===== config.mk =====
export PLATFORM = sky130hd
export DESIGN_NAME = byte_stream_tokenizer_unit
export DESIGN_NICKNAME = d
export VERILOG_FILES = /design/src/bst_pkg.sv /design/src/bst_scan.sv /design/src/byte_stream_tokenizer_unit.sv
export SDC_FILE = /design/constraint.sdc
export NUM_CORES = 2
export LEC_CHECK = 0
export BUFFER_PORTS_ARGS = -buffer_cell sky130_fd_sc_hd__buf_2
export CORE_ASPECT_RATIO = 1.75
export CORE_MARGIN = 3
export CORE_UTILIZATION = 45
export DETAILED_ROUTE_END_ITERATION = 10
export HOLD_SLACK_MARGIN = 0.05
export PLACE_DENSITY_LB_ADDON = 0.08
export REMOVE_ABC_BUFFERS = 1
export SLEW_MARGIN = 40
export SYNTH_ARGS = -nofsm -noshare
export SYNTH_HDL_FRONTEND = slang
export SYNTH_SLANG_ARGS = --single-unit

===== constraint.sdc =====
create_clock -name clk -period 57.2 [get_ports clk]
set_input_delay 11.44 -clock clk [delete_from_list [all_inputs] [get_ports clk]]
set_output_delay 11.44 -clock clk [all_outputs]
set_load 0.005 [all_outputs]

===== src/bst_pkg.sv =====
`timescale 1ns / 1ps
package bst_pkg;

  localparam logic [3:0] M_IDLE    = 4'd0;
  localparam logic [3:0] M_COMMENT = 4'd1;
  localparam logic [3:0] M_SLASH   = 4'd2;
  localparam logic [3:0] M_INT     = 4'd3;
  localparam logic [3:0] M_INTDOT  = 4'd4;
  localparam logic [3:0] M_REAL    = 4'd5;
  localparam logic [3:0] M_IDENT   = 4'd6;
  localparam logic [3:0] M_EQ      = 4'd7;
  localparam logic [3:0] M_DOT     = 4'd8;
  localparam logic [3:0] M_CROSS1  = 4'd9;
  localparam logic [3:0] M_INTER1  = 4'd10;
  localparam logic [3:0] M_INTER2  = 4'd11;

  localparam logic [4:0] K_EOF = 5'd0, K_INT = 5'd1, K_REAL = 5'd2, K_IDENT = 5'd3;
  localparam logic [4:0] K_PLUS = 5'd4, K_MINUS = 5'd5, K_STAR = 5'd6, K_SLASH = 5'd7;
  localparam logic [4:0] K_CARET = 5'd8, K_CROSS = 5'd9, K_INTER = 5'd10;
  localparam logic [4:0] K_LPAREN = 5'd11, K_RPAREN = 5'd12, K_LBRACE = 5'd13;
  localparam logic [4:0] K_RBRACE = 5'd14, K_LBRACKET = 5'd15, K_RBRACKET = 5'd16;
  localparam logic [4:0] K_COMMA = 5'd17, K_DOTDOT = 5'd18, K_EQ = 5'd19;
  localparam logic [4:0] K_ARROW = 5'd20, K_LET = 5'd21, K_IN = 5'd22, K_FN = 5'd23;
  localparam logic [4:0] K_PRINT = 5'd24, K_ERROR = 5'd25;

  localparam logic [62:0] MAX63 = {63{1'b1}};
  localparam logic [39:0] W_LET   = 40'h6C6574;
  localparam logic [39:0] W_IN    = 40'h696E;
  localparam logic [39:0] W_FN    = 40'h666E;
  localparam logic [39:0] W_PRINT = 40'h7072696E74;

  // One token as carried between the scanner and the output queue.
  typedef struct packed {
    logic [4:0]  kind;
    logic [31:0] start;
    logic [31:0] len;
    logic [31:0] line;
    logic [62:0] ival;
    logic [59:0] fval;
    logic [4:0]  fcnt;
  } tok_t;

  function automatic logic is_digit(input logic [7:0] b);
    return b >= 8'h30 && b <= 8'h39;
  endfunction

  function automatic logic is_word(input logic [7:0] b);
    return (b >= 8'h61 && b <= 8'h7A) || (b >= 8'h41 && b <= 8'h5A) ||
           b == 8'h5F || is_digit(b);
  endfunction

  function automatic logic [4:0] single_kind(input logic [7:0] b);
    logic [4:0] k;
    unique case (b)
      8'h2B: k = K_PLUS;
      8'h2D: k = K_MINUS;
      8'h2A: k = K_STAR;
      8'h5E: k = K_CARET;
      8'h28: k = K_LPAREN;
      8'h29: k = K_RPAREN;
      8'h7B: k = K_LBRACE;
      8'h7D: k = K_RBRACE;
      8'h5B: k = K_LBRACKET;
      8'h5D: k = K_RBRACKET;
      8'h2C: k = K_COMMA;
      default: k = K_ERROR;
    endcase
    return k;
  endfunction

endpackage


===== src/bst_scan.sv =====
`timescale 1ns / 1ps
// Per-byte scanner: state registers and the tokens one byte produces.
module bst_scan import bst_pkg::*; #(
  parameter int POS_BITS  = 32,
  parameter int LINE_BITS = 32,
  parameter int FRAC_KEEP = 18
) (
  input  logic       clk,
  input  logic       rst_n,
  input  logic       step,
  input  logic [7:0] text_byte,
  input  logic       end_flag,
  output tok_t       tok [3],
  output logic [1:0] tok_n_m1,
  output logic       tok_any
);

  localparam logic [POS_BITS-1:0]  PMAX = {POS_BITS{1'b1}};
  localparam logic [LINE_BITS-1:0] LMAX = {LINE_BITS{1'b1}};

  logic [3:0]           mode_r, mode_nxt;
  logic [POS_BITS-1:0]  pstart_r, pstart_nxt, pos_r, pos_nxt, wlen_r, wlen_nxt;
  logic [LINE_BITS-1:0] line_r, line_nxt;
  logic [62:0]          num_r, num_nxt;
  logic [59:0]          frac_r, frac_nxt;
  logic [4:0]           fdig_r, fdig_nxt;
  logic [39:0]          wpre_r, wpre_nxt;

  always_ff @(posedge clk) begin
    if (!rst_n) begin
      mode_r <= M_IDLE; pstart_r <= '0; pos_r <= '0; line_r <= LINE_BITS'(1);
      num_r <= '0; frac_r <= '0; fdig_r <= '0; wpre_r <= '0; wlen_r <= '0;
    end else if (step) begin
      mode_r <= mode_nxt; pstart_r <= pstart_nxt; pos_r <= pos_nxt;
      line_r <= line_nxt; num_r <= num_nxt; frac_r <= frac_nxt;
      fdig_r <= fdig_nxt; wpre_r <= wpre_nxt; wlen_r <= wlen_nxt;
    end
  end

  logic [7:0]  b;
  logic [3:0]  dg;
  logic [66:0] num_x10;
  logic [62:0] num_add;
  logic [63:0] frac_x10;
  logic [POS_BITS-1:0] prev, wlen_p1, wlen_p2;
  logic [4:0]  wkind;
  logic [31:0] pos32, prev32, pstart32, wlen32;
  logic [31:0] line32;

  assign b = text_byte;
  assign dg = b[3:0];
  assign num_x10 = {4'd0, num_r} * 67'd10 + 67'(dg);
  assign num_add = (num_x10 > 67'(MAX63)) ? MAX63 : num_x10[62:0];
  assign frac_x10 = {4'd0, frac_r} * 64'd10 + 64'(dg);
  assign prev = (pos_r == '0) ? '0 : pos_r - 1'b1;
  assign wlen_p1 = (wlen_r == PMAX) ? PMAX : wlen_r + 1'b1;
  assign wlen_p2 = (wlen_r >= PMAX - 1'b1) ? PMAX : wlen_r + POS_BITS'(2);
  assign pos32 = 32'(pos_r);
  assign prev32 = 32'(prev);
  assign pstart32 = 32'(pstart_r);
  assign wlen32 = 32'(wlen_r);

  always_comb begin
    priority if (wlen_r == POS_BITS'(3) && wpre_r == W_LET) wkind = K_LET;
    else if (wlen_r == POS_BITS'(2) && wpre_r == W_IN) wkind = K_IN;
    else if (wlen_r == POS_BITS'(2) && wpre_r == W_FN) wkind = K_FN;
    else if (wlen_r == POS_BITS'(5) && wpre_r == W_PRINT) wkind = K_PRINT;
    else wkind = K_IDENT;
  end

  logic [1:0] n;
  logic       close, fresh;

  always_comb begin
    tok_t t;
    mode_nxt = mode_r; pstart_nxt = pstart_r; line_nxt = line_r;
    num_nxt = num_r; frac_nxt = frac_r; fdig_nxt = fdig_r;
    wpre_nxt = wpre_r; wlen_nxt = wlen_r;
    pos_nxt = (pos_r == PMAX) ? PMAX : pos_r + 1'b1;
    line32 = 32'(line_r);
    // every token carries the line as it stood before this byte
    t = '{kind: K_EOF, start: '0, len: '0, line: line32, ival: '0, fval: '0, fcnt: '0};
    for (int i = 0; i < 3; i++) tok[i] = t;
    n = 2'd0; close = 1'b0; fresh = 1'b0;

    if (end_flag) begin
      close = 1'b1;
    end else begin
      unique case (mode_r)
        M_COMMENT: fresh = (b == 8'h0A);
        M_SLASH: if (b == 8'h2F) mode_nxt = M_COMMENT; else close = 1'b1;
        M_INT: begin
          if (is_digit(b)) begin
            num_nxt = num_add; wlen_nxt = wlen_p1;
          end else if (b == 8'h2E) mode_nxt = M_INTDOT;
          else close = 1'b1;
        end
        M_INTDOT: begin
          if (is_digit(b)) begin
            mode_nxt = M_REAL; wlen_nxt = wlen_p2;
            if (fdig_r < 5'(FRAC_KEEP)) begin
              frac_nxt = frac_x10[59:0]; fdig_nxt = fdig_r + 1'b1;
            end
          end else begin
            tok[0].kind = K_INT; tok[0].start = pstart32; tok[0].len = wlen32;
            tok[0].ival = num_r;
            n = 2'd2;
            if (b == 8'h2E) begin
              tok[1].kind = K_DOTDOT; tok[1].start = prev32; tok[1].len = 32'd2;
              mode_nxt = M_IDLE;
            end else begin
              tok[1].kind = K_ERROR; tok[1].start = prev32; tok[1].len = 32'd1;
              fresh = 1'b1;
            end
          end
        end
        M_REAL: begin
          if (is_digit(b)) begin
            wlen_nxt = wlen_p1;
            if (fdig_r < 5'(FRAC_KEEP)) begin
              frac_nxt = frac_x10[59:0]; fdig_nxt = fdig_r + 1'b1;
            end
          end else close = 1'b1;
        end
        M_IDENT: begin
          if (is_word(b)) begin
            if (wlen_r < POS_BITS'(5)) wpre_nxt = {wpre_r[31:0], b};
            wlen_nxt = wlen_p1;
          end else close = 1'b1;
        end
        M_EQ, M_DOT, M_CROSS1, M_INTER2: begin
          if ((mode_r == M_EQ && b == 8'h3E) || (mode_r == M_DOT && b == 8'h2E) ||
              (mode_r == M_CROSS1 && b == 8'h97) || (mode_r == M_INTER2 && b == 8'hA9)) begin
            unique case (mode_r)
              M_EQ:     begin tok[0].kind = K_ARROW;  tok[0].len = 32'd2; end
              M_DOT:    begin tok[0].kind = K_DOTDOT; tok[0].len = 32'd2; end
              M_CROSS1: begin tok[0].kind = K_CROSS;  tok[0].len = 32'd2; end
              default:  begin tok[0].kind = K_INTER;  tok[0].len = 32'd3; end
            endcase
            tok[0].start = pstart32; n = 2'd1; mode_nxt = M_IDLE;
          end else close = 1'b1;
        end
        M_INTER1: if (b == 8'h88) mode_nxt = M_INTER2; else close = 1'b1;
        default: fresh = 1'b1;
      endcase
    end

    if (close) begin
      unique case (mode_r)
        M_SLASH, M_EQ: begin
          tok[0].kind = (mode_r == M_SLASH) ? K_SLASH : K_EQ;
          tok[0].start = pstart32; tok[0].len = 32'd1; n = 2'd1;
        end
        M_INT, M_INTDOT, M_REAL: begin
          tok[0].kind = (mode_r == M_REAL) ? K_REAL : K_INT;
          tok[0].start = pstart32; tok[0].len = wlen32; tok[0].ival = num_r;
          if (mode_r == M_REAL) begin
            tok[0].fval = frac_r; tok[0].fcnt = fdig_r;
          end
          n = 2'd1;
          if (mode_r == M_INTDOT) begin
            tok[1].kind = K_ERROR; tok[1].start = prev32; tok[1].len = 32'd1; n = 2'd2;
          end
        end
        M_IDENT: begin
          tok[0].kind = wkind; tok[0].start = pstart32; tok[0].len = wlen32; n = 2'd1;
        end
        M_DOT, M_CROSS1, M_INTER1, M_INTER2: begin
          tok[0].kind = K_ERROR; tok[0].start = pstart32; tok[0].len = 32'd1; n = 2'd1;
          if (mode_r == M_INTER2) begin
            tok[1].kind = K_ERROR; tok[1].start = prev32; tok[1].len = 32'd1; n = 2'd2;
          end
        end
        default: ;
      endcase
      fresh = !end_flag;
      mode_nxt = M_IDLE;
    end

    if (end_flag) begin
      tok[n].kind = K_EOF; tok[n].start = pos32; tok[n].len = '0;
      n = n + 1'b1;
      mode_nxt = M_IDLE; pstart_nxt = '0; pos_nxt = '0; line_nxt = LINE_BITS'(1);
      num_nxt = '0; frac_nxt = '0; fdig_nxt = '0; wpre_nxt = '0; wlen_nxt = '0;
    end else if (fresh) begin
      pstart_nxt = pos_r; wlen_nxt = POS_BITS'(1);
      num_nxt = '0; frac_nxt = '0; fdig_nxt = '0; wpre_nxt = '0;
      mode_nxt = M_IDLE;
      if (b == 8'h20 || b == 8'h09 || b == 8'h0D || b == 8'h0A) begin
        if (b == 8'h0A) line_nxt = (line_r == LMAX) ? LMAX : line_r + 1'b1;
      end else if (is_digit(b)) begin
        mode_nxt = M_INT; num_nxt = 63'(dg);
      end else if (is_word(b)) begin
        mode_nxt = M_IDENT; wpre_nxt = 40'(b);
      end else if (b == 8'h2F) mode_nxt = M_SLASH;
      else if (b == 8'h3D) mode_nxt = M_EQ;
      else if (b == 8'h2E) mode_nxt = M_DOT;
      else if (b == 8'hC3) mode_nxt = M_CROSS1;
      else if (b == 8'hE2) mode_nxt = M_INTER1;
      else begin
        tok[n].kind = single_kind(b); tok[n].start = pos32; tok[n].len = 32'd1;
        n = n + 1'b1;
      end
    end
  end

  assign tok_any  = (n != 2'd0);
  assign tok_n_m1 = n - 1'b1;

endmodule


===== src/byte_stream_tokenizer_unit.sv =====
`timescale 1ns / 1ps
// Streaming tokenizer: one source byte per request on the in_ channel,
// tokens on the out_ channel.
// A byte may produce zero to three tokens; out_last_of_run marks the last.
// Input side takes one byte per cycle while the output queue has room for
// three tokens. The tokens of an accepted byte are written into the output queue
// registers and leave from there. Throughput: one byte per cycle while each byte
// yields at most one token and out_ready is high; a byte that yields several
// tokens drains through the single-token output port, one token per pop.
// Stall: when out_ready is low the queue fills and in_ready drops once fewer
// than three free slots remain; nothing is lost.
// An end flag or a zero byte closes the pending token, emits EOF and
// returns position and line count to their start values.
// Reset (rst_n low, synchronous) empties the queue and sets line to 1.
module byte_stream_tokenizer_unit import bst_pkg::*; #(
  parameter int POS_BITS  = 32,
  parameter int LINE_BITS = 32,
  parameter int FRAC_KEEP = 18
) (
  input  logic        clk,
  input  logic        rst_n,
  input  logic        in_valid,
  output logic        in_ready,
  input  logic [7:0]  in_text_byte,
  input  logic        in_end_of_text,
  output logic        out_valid,
  input  logic        out_ready,
  output logic [4:0]  out_token_kind,
  output logic [31:0] out_start_pos,
  output logic [31:0] out_token_length,
  output logic [31:0] out_line_number,
  output logic [62:0] out_int_value,
  output logic [59:0] out_frac_value,
  output logic [4:0]  out_frac_count,
  output logic        out_last_of_run
);

  localparam int QD = 8;

  logic       step;
  tok_t       tok [3];
  logic [1:0] tok_n_m1;
  logic       tok_any;

  assign step = in_valid && in_ready;

  bst_scan #(.POS_BITS(POS_BITS), .LINE_BITS(LINE_BITS), .FRAC_KEEP(FRAC_KEEP)) u_scan (
    .clk, .rst_n, .step,
    .text_byte(in_text_byte),
    .end_flag(in_end_of_text || in_text_byte == 8'h00),
    .tok, .tok_n_m1, .tok_any
  );

  tok_t       q_r [QD];
  logic       ql_r [QD];
  logic [2:0] wp_r, rp_r;
  logic [3:0] cnt_r, cnt_nxt;
  logic       pop;
  logic [1:0] push_n;

  assign pop    = out_valid && out_ready;
  assign push_n = (step && tok_any) ? tok_n_m1 + 1'b1 : 2'd0;
  assign cnt_nxt = cnt_r + 4'(push_n) - 4'(pop);
  assign in_ready = (cnt_r <= 4'(QD - 3));
  assign out_valid = (cnt_r != 4'd0);

  always_ff @(posedge clk) begin
    if (!rst_n) begin
      wp_r <= '0; rp_r <= '0; cnt_r <= '0;
    end else begin
      wp_r <= wp_r + 3'(push_n);
      rp_r <= rp_r + 3'(pop);
      cnt_r <= cnt_nxt;
    end
  end

  always_ff @(posedge clk) begin
    for (int i = 0; i < 3; i++) begin
      if (2'(i) < push_n) begin
        q_r[wp_r + 3'(i)]  <= tok[i];
        ql_r[wp_r + 3'(i)] <= (2'(i) == tok_n_m1);
      end
    end
  end

  assign out_token_kind   = q_r[rp_r].kind;
  assign out_start_pos    = q_r[rp_r].start;
  assign out_token_length = q_r[rp_r].len;
  assign out_line_number  = q_r[rp_r].line;
  assign out_int_value    = q_r[rp_r].ival;
  assign out_frac_value   = q_r[rp_r].fval;
  assign out_frac_count   = q_r[rp_r].fcnt;
  assign out_last_of_run  = ql_r[rp_r];

endmodule


### Word-level counts from Yosys, hierarchy flattened

Memory sizes are Yosys's and may differ from the RTL's. A register that Yosys moved wholly into a read port is not among the register bits.
Index checks and enable logic that the tools add are counted.

| word-level totals | value |
|---|---|
| register bits | 310 |
| logic and storage cells | 327 |
| output and inout port bits | 232 |
| RAM bits | 1,840 |
| memories | 2 |

| operators by class | value |
|---|---|
| muxes and demuxes | 161 |
| reductions and logical operators | 59 |
| add/subtract/negate cells | 17 |
| equality and inequality tests | 57 |
| multipliers | 2 |
| bitwise operators | 1 |
| $lt $le $gt $ge | 16 |

Memory list:

| memory | words | width | read ports | clocked after Yosys merged registers in | write ports | RTL line | text |
|---|---|---|---|---|---|---|---|
| q_r | 8 | 229 | 1 | 1 | 3 | byte_stream_tokenizer_unit.sv:54 | `tok_t q_r [QD];` |
| ql_r | 8 | 1 | 1 | 1 | 3 | byte_stream_tokenizer_unit.sv:55 | `logic ql_r [QD];` |

Operator list:

| cell | number |
|---|---|
| $mux 687 | 10 |
| $bwmux 687 | 6 |
| $demux 229 s2 | 3 |
| $mux 63 | 9 |
| $mux 69 | 8 |
| $mux 32 | 17 |
| $mux 60 | 5 |
| $mux 40 | 7 |
| $pmux 69 s2 | 2 |
| $pmux 69 s4 | 1 |
| $mux 229 | 1 |
| $mux 224 | 1 |
| $mux 197 | 1 |
| $mux 192 | 1 |
| $mux 65 | 2 |
| $mux 128 | 1 |
| $mux 5 | 20 |
| $add 32x1->32 const B | 3 |
| $eq 32x32->1 const B | 3 |
| $pmux 32 s3 | 1 |
| $eq 8x6->1 const B | 11 |
| $eq 40x15->1 const B | 2 |
| $mux 4 | 19 |
| $mux 68 | 1 |
| 77 further kinds | 178 |

### Logic depth before layout (Yosys ltp)

| logic depth | value |
|---|---|
| depth after elaboration | 28 |
| depth in mapped cells | 19 |

### Cells and area by module

Synthesis repeated with hierarchy kept, for this count alone.

| second synthesis, totals | value |
|---|---|
| cells, all modules | 16,637 |
| area total of the unflattened synthesis | 152,339.9 um^2 |

By module, submodules not included:

| module | sequential area each (um^2) | cells an instance | area each (um^2) | times used |
|---|---|---|---|---|
| byte_stream_tokenizer_unit | 55,453.2 | 12,084 | 119,385.8 | 1 |
| bst_scan | 6,005.8 | 4,553 | 32,954.1 | 1 |

### Least setup slack after synthesis

OpenSTA, ideal clock, no wires.

| timing | value |
|---|---|
| path type | input-to-reg |
| start | in in_text_byte[6] |
| end | mem q_r[1][0] in the netlist's numbering, enable pin |
| buffers on the path | 1 |
| arrival | 40.049 ns |
| setup slack | 15.549 ns |
| stages | 13 |
| required time | 55.598 ns |
| path through | or4b_1 > clkbuf_1 > o22ai_1 > and2_1 > nor2_1 > a211o_1 > nor3_1 > a41oi_2 > ha_1 > mux2i_1 > nand2_1 > nand2_1 > o311ai_0 |

RTL lines:

| element | RTL line | text |
|---|---|---|
| start, declared | byte_stream_tokenizer_unit.sv:24 | `input logic [7:0] in_text_byte,` |
| end, declared | byte_stream_tokenizer_unit.sv:54 |  |

==> summary.md <==
| Metric | Value |
|---|---|
| Final Hold Violating Endpoints | `0` |
| NetSw | `1.545 mW` |
| Routed WL | `347900 µm` |
| Fraction of registers with async set/reset | `0%` |
| CTS Buf Count | `209` |
| Syn Inst Count | `9181` |
| Fin cells | `12440` |
| Num rows | `238` |
| Post-synth EDFFs | `1840` |
| # port buffers | `244` |
| Peak VDD IR | `0.00003151 V` |
| YS warnings | `0` |
| Synth top area share | `50.62%` |
| Crit Path Max Fanout | `50` |
| Pre-antenna DRT Iters | `6` |
| Vias per cell | `6.194` |
| Internal Power | `3.339 mW` |
| Post-cts sizing count | `0` |
| Max-cap violation count | `0` |
| Die area | `248700 µm²` |
| Worst EP arrival | `19.53 ns` |
| Largest net degree at the start of global routing | `89` |
| Setup repair bufs after CTS | `0` |
| Sequential share of power | `42.7%` |
| Setup WS pre-CTS | `37.17 ns` |
| Synth area leaders | `edfxtp_1 51%, mux4_2 9.5%, dfxtp_1 5.7%` |
| Biggest area consumer among synthesized cells | `edfxtp_1` |
| Startpoint Class | `primary input` |
| Max Clock Freq | `52.65 MHz` |
| Starting DRT DRC Count | `6861` |
| Post-layout util | `50.14%` |
| Crit end category | `register` |
| DP HPWL | `216000 µm` |
| Endpoints failing setup | `0` |
| Routed len/inst | `27.97 µm` |
| Worst-Skew Late Latency | `0.88 ns` |
| Avg Cell Area, Syn | `11.89 µm²` |
| Fillers | `21220` |
| Met1 WL | `131700 µm` |
| Gate power share | `28.5%` |
| RePlAce Congestion | `0.9440` |
| Fin worst setup slack | `38.21 ns` |
| Grt ovf | `0` |
| Worst path required time | `57.74 ns` |
| Critical Path Most Common Cell | `buf_4` |
| Via count | `77050` |
| I/O pins | `245` |
| Seq/Total Area, Yosys | `56.30%` |
| CP Buf/Inv Count | `6` |
| P_leak | `45.02 nW` |
| Metal2 WL | `181100 µm` |
| RSZ-0062 raised after global routing | `false` |
| Pins Over Slew Limit | `0` |
| Delay-heaviest family, CP | `buffers and inverters` |
| Fraction of layout cells with a size suffix above 1 | `16.94%` |
| Hold Buf Count CTS | `0` |
| FF+latch count, synth | `2150` |
| Initial antenna violation count | `15` |
| Die height | `657.5 µm` |
| Switch share | `31.64%` |
| Placed Cells | `12050` |
| Synth Flop Type | `edfxtp_1` |
| Worst Skew | `0.07237 ns` |
| Period minus WS final | `18.99 ns` |
| HP Class | `reg -> reg` |
| Critical Path Max Stage Delay | `0.76 ns` |
| Distinct cells, synth | `100` |
| Met3 wire len | `18710 µm` |
| Crit-path cells | `buf_2 -> or2_1 -> nor3_1 -> nand2_1 -> nand2_2 -> buf_4 -> a211o_1 -> or2_1 -> a41oi_2 -> ha_1 -> mux2i_1 -> nand2b_1 -> nor2_1 -> nand3_4 -> buf_4 -> nand2_4 -> buf_4 -> buf_4 -> buf_4 -> nor2_1` |
| Pwr/cell area | `40.49 nW/µm²` |
| Slew @ Worst Pin | `0.9116 ns` |
| Status | `finished, final reports clean` |
| Slew margin rel. | `39.22%` |
| Slowest-stage cell, CP | `buf_4` |
| Clock Path Buffers | `4` |
| CTS root buf | `clkbuf_16` |
| Synthesized area | `109200 µm²` |
| H-tree Lvls | `4` |
| Count leader, synth | `edfxtp_1` |
| Layout area overhead | `10.52%` |
| Residual DRC | `0` |
| DRT antenna net count | `0` |
| CTS tree | `yes` |
| Worst-path clk slew | `0.06 ns` |
| Core area | `240600 µm²` |
| Fin nets | `9426` |
| Initial Utilization | `45.37%` |
| GRT Util Overall | `27.66%` |
| # clock sinks | `2150` |
| Vias in the first global route | `79250` |
| Period utilization | `33.20%` |
| Clk pwr share | `28.8%` |
| Die width | `378.3 µm` |
| First-pass GRT wire length | `516400 µm` |
| Post-Route Setup TNS | `0 ns` |
| Top layer in use | `met5` |
| Commonest cells in the synthesized netlist | `1840 x edfxtp_1, 1626 x nor2_1, 831 x nand2_1, 487 x o21ai_0, 460 x mux4_2` |
| Critical path class | `in -> reg` |
power by group through the flow:
stage                     sequential (mW)  combinational [mW]  clock, mW
after floorplan                      2.36                1.00          0
after global placement               2.11                1.38          0
after detailed placement             2.12                1.41          0
after CTS                            2.09                1.41       1.44
after global routing                 2.11                1.49       1.49
final                                2.09                1.39       1.41
layout by cell type, fill, tap and decap left out, types with 37 or more instances in the layout:
cell       synthesis  layout
a21o_1            95      95
a21oi_1          417     413
a22o_1            42      42
a22oi_1          114     114
a31oi_1           65      65
and2_1            51      50
and3_1            55      54
buf_2            151     244
buf_4              6     102
buf_6              1      37
clkbuf_1         420      42
clkbuf_16          0     213
clkinv_2           0      43
dfxtp_1          310     305
edfxtp_1        1840    1840
ha_1             263     263
inv_1             75      75
mux2_2           234     234
mux2i_1           76      76
mux4_2           460     460
nand2_1          831     820
nand2b_1          38      38
nand3_1          139     132
nand4_1           79      79
nor2_1          1626    1621
nor2b_1           99      98
nor3_1           132     126
nor4_1            51      50
o211ai_1         173     173
o21ai_0          487     483
o221a_2           53      53
xnor2_1          142     142
xor2_1            87      87
final timing paths:
check / start / endpoint / slack, ns / cells after the start
min: u_scan.pstart32[11] / u_scan.pstart32[11] / 0.48 / 1
min reg2reg: u_scan.pstart32[11] / u_scan.pstart32[11] / 0.48 / 1
max reg2reg: u_scan.mode_r[0] / q_r[7][27] / 48.46 / 18
max: in_text_byte[2] / q_r[7][27] / 38.21 / 20
routing by layer:
layer | track usage [%] | vias to the layer above
met2 | 49.98 | 2684
met1 | 32.91 | 39150
met3 | 3.541 | 768
li1 | - | 34440
met5 | 0 | -
met4 | 11.77 | 12
through the flow:
stage,power (mW),cell area (µm²),hold slack (ns)
after CTS,4.941,120500,0.4840
after global routing,5.085,120600,0.4939
after global placement,3.489,113100,0.4625
final,4.884,120600,0.4820
after detailed placement,3.530,113700,0.4645
after floorplan,3.363,106500,0.4256
cell families after synthesis:
logic type	Yosys count	share of synthesized area (%)
AO/OA/AOI/OAI	1766	10.43
buffers and inverters	735	2.735
AND/OR/NAND/NOR	3262	12.96
adder cells (fa/ha/maj)	269	3.125
flip-flops	2150	56.30
multiplexers	770	12.60
XOR/XNOR	229	1.837
final cells by class:
type | count | area [µm²] | area share, %
Antenna cell | 3 | 7.507 | 0.006223
Timing Repair Buffer | 411 | 3047 | 2.525
Inverter | 76 | 285.3 | 0.2365
Clock inverter | 119 | 1182 | 0.9801
Multi-Input combinational cell | 6296 | 45130 | 37.41
Sequential cell | 2150 | 61470 | 50.96
Clock buffer | 264 | 5612 | 4.652
Tap cell | 3120 | 3904 | 3.236
sequential cells by signal (all words and copies together) (netlist names):
| signal | flops |
|---|---|
| u_scan.mode_r | 4 |
| cnt_r | 4 |
| u_scan.num_r | 63 |
| u_scan.fdig_r | 5 |
| q_r | 1832 |
| u_scan.line32 | 32 |
| u_scan.frac_r | 60 |
| ql_r | 8 |
| u_scan.pstart32 | 32 |
| u_scan.wpre_r | 40 |
| wp_r | 3 |
| rp_r | 3 |
| u_scan.wlen32 | 32 |
| u_scan.pos32 | 32 |
Power figures use the tool's default switching activity.
